--- config.mk ---
export PLATFORM = sky130hd
export DESIGN_NAME = fp64_compare_min_max
export DESIGN_NICKNAME = d
export VERILOG_FILES = /design/src/hw/rtl/fpcmp_pkg.sv /design/src/hw/rtl/fpcmp_classify.sv /design/src/hw/rtl/fpcmp_order.sv /design/src/hw/rtl/fpcmp_result.sv /design/src/hw/rtl/fp64_compare_min_max.sv
export SDC_FILE = /design/constraint.sdc
export NUM_CORES = 1
export LEC_CHECK = 0
export BUFFER_PORTS_ARGS = -buffer_cell sky130_fd_sc_hd__buf_2
export CAP_MARGIN = 20
export CORE_MARGIN = 2
export CORE_UTILIZATION = 60
export DETAILED_ROUTE_END_ITERATION = 16
export PLACE_DENSITY = 0.79
export SETUP_SLACK_MARGIN = 0.02
export SLEW_MARGIN = 30
export SYNTH_ARGS = -nofsm -noshare
export SYNTH_HDL_FRONTEND = slang
export SYNTH_HIERARCHICAL = 1
export SYNTH_SLANG_ARGS = --single-unit
--- constraint.sdc ---
create_clock -name clk -period 9.6 [get_ports clk]
set_input_delay 1.92 -clock clk [delete_from_list [all_inputs] [get_ports clk]]
set_output_delay 1.92 -clock clk [all_outputs]
set_load 0.05 [all_outputs]
--- src/hw/rtl/fpcmp_pkg.sv ---
// ----------------------------------------------------------------------------
// fpcmp_pkg
// shared types and constants for the binary64 compare / min / max unit
// ----------------------------------------------------------------------------
`default_nettype none
package fpcmp_pkg;

  localparam int unsigned DataW = 64;

  localparam logic [1:0] OP_CMP  = 2'd0;
  localparam logic [1:0] OP_MIN  = 2'd1;
  localparam logic [1:0] OP_MAX  = 2'd2;
  localparam logic [1:0] OP_RSVD = 2'd3;   // unused code, result is all zero

  localparam logic [3:0] PRED_FALSE = 4'd0;
  localparam logic [3:0] PRED_OEQ   = 4'd1;
  localparam logic [3:0] PRED_OGT   = 4'd2;
  localparam logic [3:0] PRED_OGE   = 4'd3;
  localparam logic [3:0] PRED_OLT   = 4'd4;
  localparam logic [3:0] PRED_OLE   = 4'd5;
  localparam logic [3:0] PRED_ONE   = 4'd6;
  localparam logic [3:0] PRED_ORD   = 4'd7;
  localparam logic [3:0] PRED_UNO   = 4'd8;
  localparam logic [3:0] PRED_UEQ   = 4'd9;
  localparam logic [3:0] PRED_UGT   = 4'd10;
  localparam logic [3:0] PRED_UGE   = 4'd11;
  localparam logic [3:0] PRED_ULT   = 4'd12;
  localparam logic [3:0] PRED_ULE   = 4'd13;
  localparam logic [3:0] PRED_UNE   = 4'd14;
  localparam logic [3:0] PRED_TRUE  = 4'd15;

  localparam logic [63:0] QNAN_CANON = 64'h7FF8_0000_0000_0000;
  localparam logic [63:0] EXP_ALL    = 64'h7FF0_0000_0000_0000;

  // request after operand classification
  typedef struct packed {
    logic [1:0]  op;
    logic [3:0]  pred;
    logic [63:0] a;
    logic [63:0] b;
    logic        nan;
    logic        both_zero;
    logic [63:0] key_a;
    logic [63:0] key_b;
  } cls_t;

  // request after ordering
  typedef struct packed {
    logic [1:0]  op;
    logic [3:0]  pred;
    logic [63:0] a;
    logic [63:0] b;
    logic        nan;
    logic        both_zero;
    logic        lt;   // a < b
    logic        gt;   // b < a
    logic        eq;
  } ord_t;

endpackage
`default_nettype wire

--- src/hw/rtl/fpcmp_classify.sv ---
// ----------------------------------------------------------------------------
// fpcmp_classify
// stage 1: nan / zero detect and order key mapping
// ----------------------------------------------------------------------------
`default_nettype none
module fpcmp_classify import fpcmp_pkg::*; (
  input  wire logic [1:0]  op,
  input  wire logic [3:0]  pred,
  input  wire logic [63:0] a,
  input  wire logic [63:0] b,
  output cls_t             cls
);
  always_comb begin
    cls.op        = op;
    cls.pred      = pred;
    cls.a         = a;
    cls.b         = b;
    cls.nan       = ({1'b0, a[62:0]} > EXP_ALL) || ({1'b0, b[62:0]} > EXP_ALL);
    cls.both_zero = (a[62:0] == 63'd0) && (b[62:0] == 63'd0);
    cls.key_a     = a[63] ? ~a : {1'b1, a[62:0]};
    cls.key_b     = b[63] ? ~b : {1'b1, b[62:0]};
  end
endmodule
`default_nettype wire

--- src/hw/rtl/fpcmp_order.sv ---
// ----------------------------------------------------------------------------
// fpcmp_order
// stage 2: key compare, zeros tie
// ----------------------------------------------------------------------------
`default_nettype none
module fpcmp_order import fpcmp_pkg::*; (
  input  wire cls_t cls,
  output ord_t      ord
);
  always_comb begin
    ord.op        = cls.op;
    ord.pred      = cls.pred;
    ord.a         = cls.a;
    ord.b         = cls.b;
    ord.nan       = cls.nan;
    ord.both_zero = cls.both_zero;
    ord.lt        = !cls.both_zero && (cls.key_a < cls.key_b);
    ord.gt        = !cls.both_zero && (cls.key_b < cls.key_a);
    ord.eq        = (cls.a == cls.b) || cls.both_zero;
  end
endmodule
`default_nettype wire

--- src/hw/rtl/fpcmp_result.sv ---
// ----------------------------------------------------------------------------
// fpcmp_result
// stage 3: predicate evaluation and min / max select
// ----------------------------------------------------------------------------
`default_nettype none
module fpcmp_result import fpcmp_pkg::*; (
  input  wire ord_t         ord,
  output logic              flag,
  output logic [63:0]       selected
);
  logic r;
  always_comb begin
    unique case (ord.pred)
      PRED_FALSE: r = 1'b0;
      PRED_OEQ:   r = !ord.nan && ord.eq;
      PRED_OGT:   r = !ord.nan && ord.gt;
      PRED_OGE:   r = !ord.nan && !ord.lt;
      PRED_OLT:   r = !ord.nan && ord.lt;
      PRED_OLE:   r = !ord.nan && !ord.gt;
      PRED_ONE:   r = !ord.nan && !ord.eq;
      PRED_ORD:   r = !ord.nan;
      PRED_UNO:   r = ord.nan;
      PRED_UEQ:   r = ord.nan || ord.eq;
      PRED_UGT:   r = ord.nan || ord.gt;
      PRED_UGE:   r = ord.nan || !ord.lt;
      PRED_ULT:   r = ord.nan || ord.lt;
      PRED_ULE:   r = ord.nan || !ord.gt;
      PRED_UNE:   r = ord.nan || !ord.eq;
      default:    r = 1'b1;
    endcase
    flag     = 1'b0;
    selected = '0;
    unique case (ord.op)
      OP_CMP: flag = r;
      OP_MIN: begin
        if (ord.nan) selected = QNAN_CANON;
        else if (ord.both_zero) selected = {ord.a[63] | ord.b[63], 63'd0};
        else selected = ord.lt ? ord.a : ord.b;
      end
      OP_MAX: begin
        if (ord.nan) selected = QNAN_CANON;
        else if (ord.both_zero) selected = {ord.a[63] & ord.b[63], 63'd0};
        else selected = ord.lt ? ord.b : ord.a;
      end
      default: ;
    endcase
  end
endmodule
`default_nettype wire

--- src/hw/rtl/fp64_compare_min_max.sv ---
// ----------------------------------------------------------------------------
// fp64_compare_min_max
// binary64 compare (16 predicates), ieee minimum and maximum, pipelined
// ----------------------------------------------------------------------------
// channel  | dir | tdata fields (low bit up)                 | tuser
// in_      | in  | op[1:0] operand_a[65:2] operand_b[129:66]  | predicate[3:0]
//          |     | (136 bits, top 6 zero)                     |
// out_     | out | selected[63:0]                             | flag
//
// three register stages: classify, order compare, select; a request passes
// through them in that order, one request per cycle sustained while out_tready is high.
// each stage holds when the stage after it is full and stalled, so a stall
// ripples back without loss or repeat. the last stage is the output
// register. reset clears the stage valid bits only.
`default_nettype none
module fp64_compare_min_max import fpcmp_pkg::*; (
  input  wire logic         clk,
  input  wire logic         rst_n,
  input  wire logic         in_tvalid,
  output logic              in_tready,
  input  wire logic [135:0] in_tdata,   // op, operand_a, operand_b, pad
  input  wire logic [3:0]   in_tuser,   // predicate
  output logic              out_tvalid,
  input  wire logic         out_tready,
  output logic [63:0]       out_tdata,  // selected
  output logic              out_tuser   // flag
);
  // pipeline stage registers
  logic v1_r, v2_r, v3_r;
  cls_t cls_r;
  ord_t ord_r;
  logic flag_r;
  logic [63:0] sel_r;

  cls_t cls_nxt;
  ord_t ord_nxt;
  logic flag_nxt;
  logic [63:0] sel_nxt;
  logic en1, en2, en3;

  // stage enables: a stage loads when it is empty or its content moves on
  assign en3 = !v3_r || out_tready;
  assign en2 = !v2_r || en3;
  assign en1 = !v1_r || en2;
  assign in_tready = en1;

  fpcmp_classify u_cls (
    .op   (in_tdata[1:0]),
    .pred (in_tuser),
    .a    (in_tdata[65:2]),
    .b    (in_tdata[129:66]),
    .cls  (cls_nxt)
  );

  fpcmp_order u_ord (.cls(cls_r), .ord(ord_nxt));

  fpcmp_result u_res (.ord(ord_r), .flag(flag_nxt), .selected(sel_nxt));

  always_ff @(posedge clk) begin
    if (!rst_n) begin
      v1_r <= 1'b0;
      v2_r <= 1'b0;
      v3_r <= 1'b0;
    end else begin
      if (en1) v1_r <= in_tvalid;
      if (en2) v2_r <= v1_r;
      if (en3) v3_r <= v2_r;
    end
  end

  // payload, no reset
  always_ff @(posedge clk) begin
    if (en1) cls_r <= cls_nxt;
    if (en2) ord_r <= ord_nxt;
    if (en3) begin
      flag_r <= flag_nxt;
      sel_r  <= sel_nxt;
    end
  end

  assign out_tvalid = v3_r;
  assign out_tdata  = sel_r;
  assign out_tuser  = flag_r;
endmodule
`default_nettype wire

==> qor.txt, run 1 <==
Post-synth ARST share -> 0
Hold path startpoint -> cls_r[262]
CTS Buf Count -> 47
Kind of cell adding the most delay to the critical path -> buffers and inverters
GRT Residual Overflow -> 0
Critical Path Source Type -> primary input
Detailed Routing Iterations Pass 1 -> 5
CP peak stage delay -> 0.40 ns
Seq pwr share -> 0.512
Non-Filler Instances -> 1984
Slew margin rel. -> 0.386
PortBufs -> 204
Sink Count -> 471
CTS resizes -> 0
Final WS setup -> 4.46 ns
Clock skew after layout -> 0.0204 ns
Proportion of netlist area held by the largest area contributor -> 0.628
# DRC -> 0
CP required -> 7.68 ns
Row cnt -> 70
DR vias/cell -> 6.20
Die area -> 38800 um2
Mapped Cells -> 1552
Peak supply drop -> 0.000161 V
Share of post-route cells with drive strength above 1 -> 0.231
Setup TNS -> 0 ns
Count leader, synth -> edfxtp_1
Synth cell count leaders -> edfxtp_1, buf_4, xor2_1
Count of final hold-check violations -> 0
Avg WL per Cell -> 24.2 um
Internal power component -> 0.00365 W
Leakage power -> 9.09 nW
Sw power -> 0.00129 W
Worst Hold Class -> flop to flop
Post-layout util -> 0.632
Root Buffer Master -> clkbuf_16
Slew of the pin with the lowest slew margin -> 0.920 ns
Setup violators final -> 0
PwrDens -> 213 nW/um2
RSZ-0062 raised after global routing -> false
Antenna-violating nets left -> 0
Net Sw Frac -> 0.260
Leading post-synthesis cells by cell area -> edfxtp_1, buf_4, xor2_1, ha_1, a211oi_2
Vias in the first global route -> 11476
Number of instances in the placed design -> 1899
# hold bufs at CTS -> 0
WHS Endpoint -> ord_r[137]
Crit-path most repeated cell -> buf_2
Status -> finished, final reports clean
Nets -> 1691
IO Pins -> 211
Routed Wire Length -> 48000 um
Setup crit end kind -> output port
Worst Hold Depth -> 0
Synth cell types -> 49
Initial antenna violation count -> 2
YS warnings -> 6
Max Cap Violations -> 0
Minimum hold slack -> 0.423 ns
Period minus WS final -> 5.14 ns
Die X-Extent -> 197 um
Syn avg cell area -> 14.4 um2
Via count -> 12296
Crit path kind -> primary input to output port
Die H -> 197 um
Top FF cell, synth -> edfxtp_1
Tcrit/Tclk final -> 0.535
CTS tree -> built
Reg2Reg Setup Slack -> 6.81 ns
CP Max Fanout -> 93
Synthesized area -> 22400 um2
DP Worst Slack -> 4.45 ns
Insertion delay to the later sink of the worst-skew pair -> 0.57 ns
Core Region -> 36700 um2
Cell taking the most area after synthesis -> edfxtp_1
Largest net degree at the start of global routing -> 130
Starting Density -> 0.610
Reg2Reg Depth -> 5
Global placer's final weighted congestion -> 0.918
Area Growth Syn to Fin -> 3.74%
FMAX -> 0.195 GHz
GRT Util Overall -> 0.246
RR Endpoint -> out_tdata[36]
Yosys reg bits -> 471
H-tree Lvls -> 2
Max-slew violation count -> 0
Clk slew on worst S/H paths -> 0.06 ns
Sequential area share after synthesis -> 0.631
Combinational fraction of design power -> 0.139
Global-route wire length before repair -> 69900 um
Post-CTS Setup Inserts -> 0
Syn_nets -> 1763
Dpl hpwl -> 33400 um
Worst Path Arrival -> 3.22 ns
Critical path's slowest cell -> inv_8
Clock power share -> 0.349
CP bufs+invs -> 3
Post-synth EDFFs -> 468
CP cell instances -> buf_2, and4b_1, inv_8, buf_2
Reg2reg start -> ord_r[2]
Clock tree buffer depth -> 3
First-iteration detailed-routing DRC count -> 1595
kinds of logic after synthesis:
kind of cell	share of synthesized area
simple gates	0.0404
fa+ha+maj	0.0375
buf+inv	0.118
mux	0.00101
flops	0.631
compound gates	0.0977
xor+xnor	0.0744
flip-flops by register name, summed over array words and instances, names as in the netlist:
signal      flops
v1_r            1
ord_r         139
cls_r         264
v2_r            1
out_tuser       1
out_tdata      64
out_tvalid      1
area by class of cell:
| cell class | instances | area [um2] |
|---|---|---|
| flip-flops and latches | 471 | 14100 |
| fillers | 2582 | 13500 |
| multi-input cells | 672 | 5650 |
| clock buffers | 58 | 1240 |
| repair buffers | 213 | 1120 |
| well taps | 468 | 586 |
| inverters | 75 | 292 |
| clock inverters | 24 | 204 |
| diodes | 3 | 7.51 |
stage by stage:
step / instance area (um2) / power [W]
floorplan: 22400 / 0.00310
global placement: 21700 / 0.00321
detailed placement: 21700 / 0.00324
CTS: 23200 / 0.00495
global route: 23200 / 0.00511
finish: 23200 / 0.00494
per-layer routing:
layer	up-vias	share of wire	global-route usage
li1	5417	-	-
met1	6055	0.44	0.386
met2	728	0.43	0.348
met3	96	0.10	0.0444
met4	0	0.029	0.0799
met5	-	0	0
layout by cell type, fill, tap and decap left out, types with 15 or more instances in the layout:
cell type and n:
a211oi_2 50, nor4_1 43, xnor2_1 32, nand4_1 29, edfxtp_1 468, a22oi_1 63, clkbuf_16 48, ha_1 65
xor2_1 158, nand2_1 25, buf_2 202, nor2_1 15, inv_1 71, a21oi_1 40, a221oi_1 64
power groups by stage:
stage          registers [W]  logic, W  clock network (W)
2_1_floorplan        0.00270  0.000397                  0
5_1_grt              0.00254  0.000733            0.00183
6_report             0.00253  0.000688            0.00172
4_1_cts              0.00253  0.000679            0.00175
3_3_place_gp         0.00256  0.000654                  0
3_5_place_dp         0.00257  0.000673                  0
worst max-delay path by stage:
| stage | start | to | slack (ns) | cells after the start |
|---|---|---|---|---|
| final | out_tready | in_tready | 4.46 | 4 |
| after global routing | out_tready | in_tready | 4.37 | 4 |
| after CTS | out_tready | in_tready | 4.45 | 4 |
| after detailed placement | out_tready | in_tready | 4.45 | 4 |
| after global placement | out_tready | in_tready | 4.45 | 4 |
| after floorplan | out_tready | in_tready | 0.18 | 2 |
(Power assumes the default switching activity.)
==> run 2: changes to the inputs <==
ABC_AREA = 1   (was default)
PLACE_DENSITY = 0.78   (was 0.79)
clock period = 5.1 ns   (was 9.6 ns; I/O delays follow)
==> run 2 against run 1 <==
  * Worst setup slack worse by 2.4 ns
  * Synthesized cell count grew 24%
  * Sequential power rose by 86%
  * Critical path depth did not move
  * Non-clock buffer count is 1 lower
  * Final cell count grew 22%
  * Via count rose by 7.5%
  * Register-to-register slack got worse by 4.1 ns
  * Largest cell class unchanged
  * Largest power group unchanged
==> qor.txt, run 2 <==
RSZ-0062 raised after global routing -> false
Leakage power -> 9.90 nW
Nets -> 2074
Net Sw Frac -> 0.260
Max reg flops -> 264
Area Growth Syn to Fin -> 3.51%
Period minus WS final -> 3.00 ns
CTS resizes -> 0
Setup violators final -> 0
First-iteration detailed-routing DRC count -> 1013
Post-synth EDFFs -> 468
Max Cap Violations -> 0
CTS Buf Count -> 48
Detailed Routing Iterations Pass 1 -> 6
PortBufs -> 204
Yosys reg bits -> 471
Number of instances in the placed design -> 2324
Sw power -> 0.00239 W
Final WS setup -> 2.10 ns
Routed Wire Length -> 46500 um
Internal power component -> 0.00678 W
Initial antenna violation count -> 6
Largest net degree at the start of global routing -> 151
Leading post-synthesis cells by cell area -> edfxtp_1, buf_4, nand2_1, xor2_1, ha_1
H-tree Lvls -> 2
Cell taking the most area after synthesis -> edfxtp_1
Setup crit end kind -> output port
Most frequent cells in the layout -> edfxtp_1, nand2_1, buf_2
Avg WL per Cell -> 19.3 um
PwrDens -> 384 nW/um2
Slew of the pin with the lowest slew margin -> 0.953 ns
Combinational fraction of design power -> 0.133
Status -> finished, final reports clean
Worst Hold Class -> flop to flop
Antenna-violating nets left -> 0
Peak supply drop -> 0.000283 V
DP Worst Slack -> 1.91 ns
Power consumption -> 0.00917 W
Global-route wire length before repair -> 71000 um
Most common cell after layout, fill and taps aside -> edfxtp_1
Max-slew violation count -> 0
Die X-Extent -> 200 um
Slew margin rel. -> 0.364
Non-Filler Instances -> 2414
Seq pwr share -> 0.513
Top FF cell, synth -> edfxtp_1
Row cnt -> 71
Post-synth ARST share -> 0
Synth cell types -> 37
FMAX -> 0.334 GHz
Die area -> 40000 um2
CTS tree -> built
Core Region -> 37800 um2
# DRC -> 0
Sink Count -> 471
DR vias/cell -> 5.48
Crit path kind -> primary input to output port
Synth cell count leaders -> edfxtp_1, nand2_1, buf_4
Synthesized area -> 23100 um2
Root Buffer Master -> clkbuf_16
Vias in the first global route -> 13020
Dpl hpwl -> 30600 um
CP Max Fanout -> 3
Setup TNS -> 0 ns
Die H -> 200 um
Sequential area share after synthesis -> 0.612
Post-route cell area -> 23900 um2
Clock tree buffer depth -> 3
Clk slew on worst S/H paths -> 0.06 ns
GRT Residual Overflow -> 0
Global placer's final weighted congestion -> 0.855
Syn avg cell area -> 11.9 um2
Worst Path Arrival -> 1.98 ns
Top reg by flops -> cls_r
CP required -> 4.08 ns
Placed instance area -> 22400 um2
Clock skew after layout -> 0.0162 ns
Clock power share -> 0.355
Count leader, synth -> edfxtp_1
Count of final hold-check violations -> 0
Proportion of netlist area held by the largest area contributor -> 0.609
Tcrit/Tclk final -> 0.588
Post-CTS Setup Inserts -> 0
Fillers -> 2839
Via count -> 13220
# hold bufs at CTS -> 0
IO Pins -> 211
Syn_nets -> 2143
Starting Density -> 0.611
YS warnings -> 6
Mapped Cells -> 1932
Insertion delay to the later sink of the worst-skew pair -> 0.59 ns
GRT Util Overall -> 0.231
Share of post-route cells with drive strength above 1 -> 0.159
Critical Path Source Type -> primary input
## run 2: cell types whose count changed in the layout (fill, tap and decap cells not counted), sizes merged, moves of 24 or more
| cell | before | now |
|---|---|---|
| a22oi | 63 | 0 |
| nor4 | 46 | 0 |
| o211ai | 3 | 93 |
| a21oi | 40 | 100 |
| xor2 | 158 | 126 |
| nand2 | 25 | 316 |
| inv | 77 | 159 |
| a211oi | 53 | 0 |
| xnor2 | 32 | 58 |
| nor2 | 15 | 120 |
| nand3 | 6 | 30 |
| a221oi | 64 | 0 |
## run 2: critical path, stage by stage
cell and delay, ns:
buf_2 0.10, inv_1 0.24, nand4_4 0.30, buf_2 0.32
## run 2: worst paths after layout
kind              start  depth (start not counted)       endpoint  slack (ns)
max          out_tready                          4      in_tready        2.10
min reg2reg  cls_r[129]                          0       ord_r[4]        0.42
min          cls_r[129]                          0       ord_r[4]        0.42
max reg2reg  ord_r[137]                          6  out_tdata[43]        2.70
## run 2: area by class of cell
cell class / count / area, um2 / share of cell area
sequential: 471 / 14100 / 0.591
timing repair buffer: 212 / 1120 / 0.0468
clock inverter: 25 / 155 / 0.00650
antenna: 4 / 10.0 / 0.000419
clock buffer: 61 / 1290 / 0.0541
inverter: 161 / 607 / 0.0254
multi-input combinational: 969 / 5950 / 0.249
tap: 511 / 639 / 0.0268
## run 2: logic make-up after synthesis
logic type	Yosys count	share of synthesized area
compound gates	222	0.0602
xor+xnor	184	0.0698
fa+ha+maj	67	0.0363
buf+inv	492	0.134
flops	471	0.612
simple gates	496	0.0884
## run 2: routing by layer
layer / part of all wire / GRT usage
met1: 0.40 / 0.297
met2: 0.50 / 0.386
met3: 0.078 / 0.0552
met4: 0.026 / 0.0813
met5: 0.00084 / 0
## run 2: metrics by stage
step / utilization / hold slack (ns)
6_report: 0.633 / 0.422
5_1_grt: 0.633 / 0.442
4_1_cts: 0.632 / 0.422
3_5_place_dp: 0.594 / 0.405
3_3_place_gp: 0.593 / 0.405
2_1_floorplan: - / 0.463
## run 2: power groups by stage
stage | Sequential, W | Clock [W] | Combinational [W]
3_5_place_dp | 0.00478 | 0 | 0.00121
6_report | 0.00470 | 0.00325 | 0.00122
4_1_cts | 0.00471 | 0.00331 | 0.00122
5_1_grt | 0.00473 | 0.00346 | 0.00134
2_1_floorplan | 0.00495 | 0 | 0.000826
3_3_place_gp | 0.00477 | 0 | 0.00116
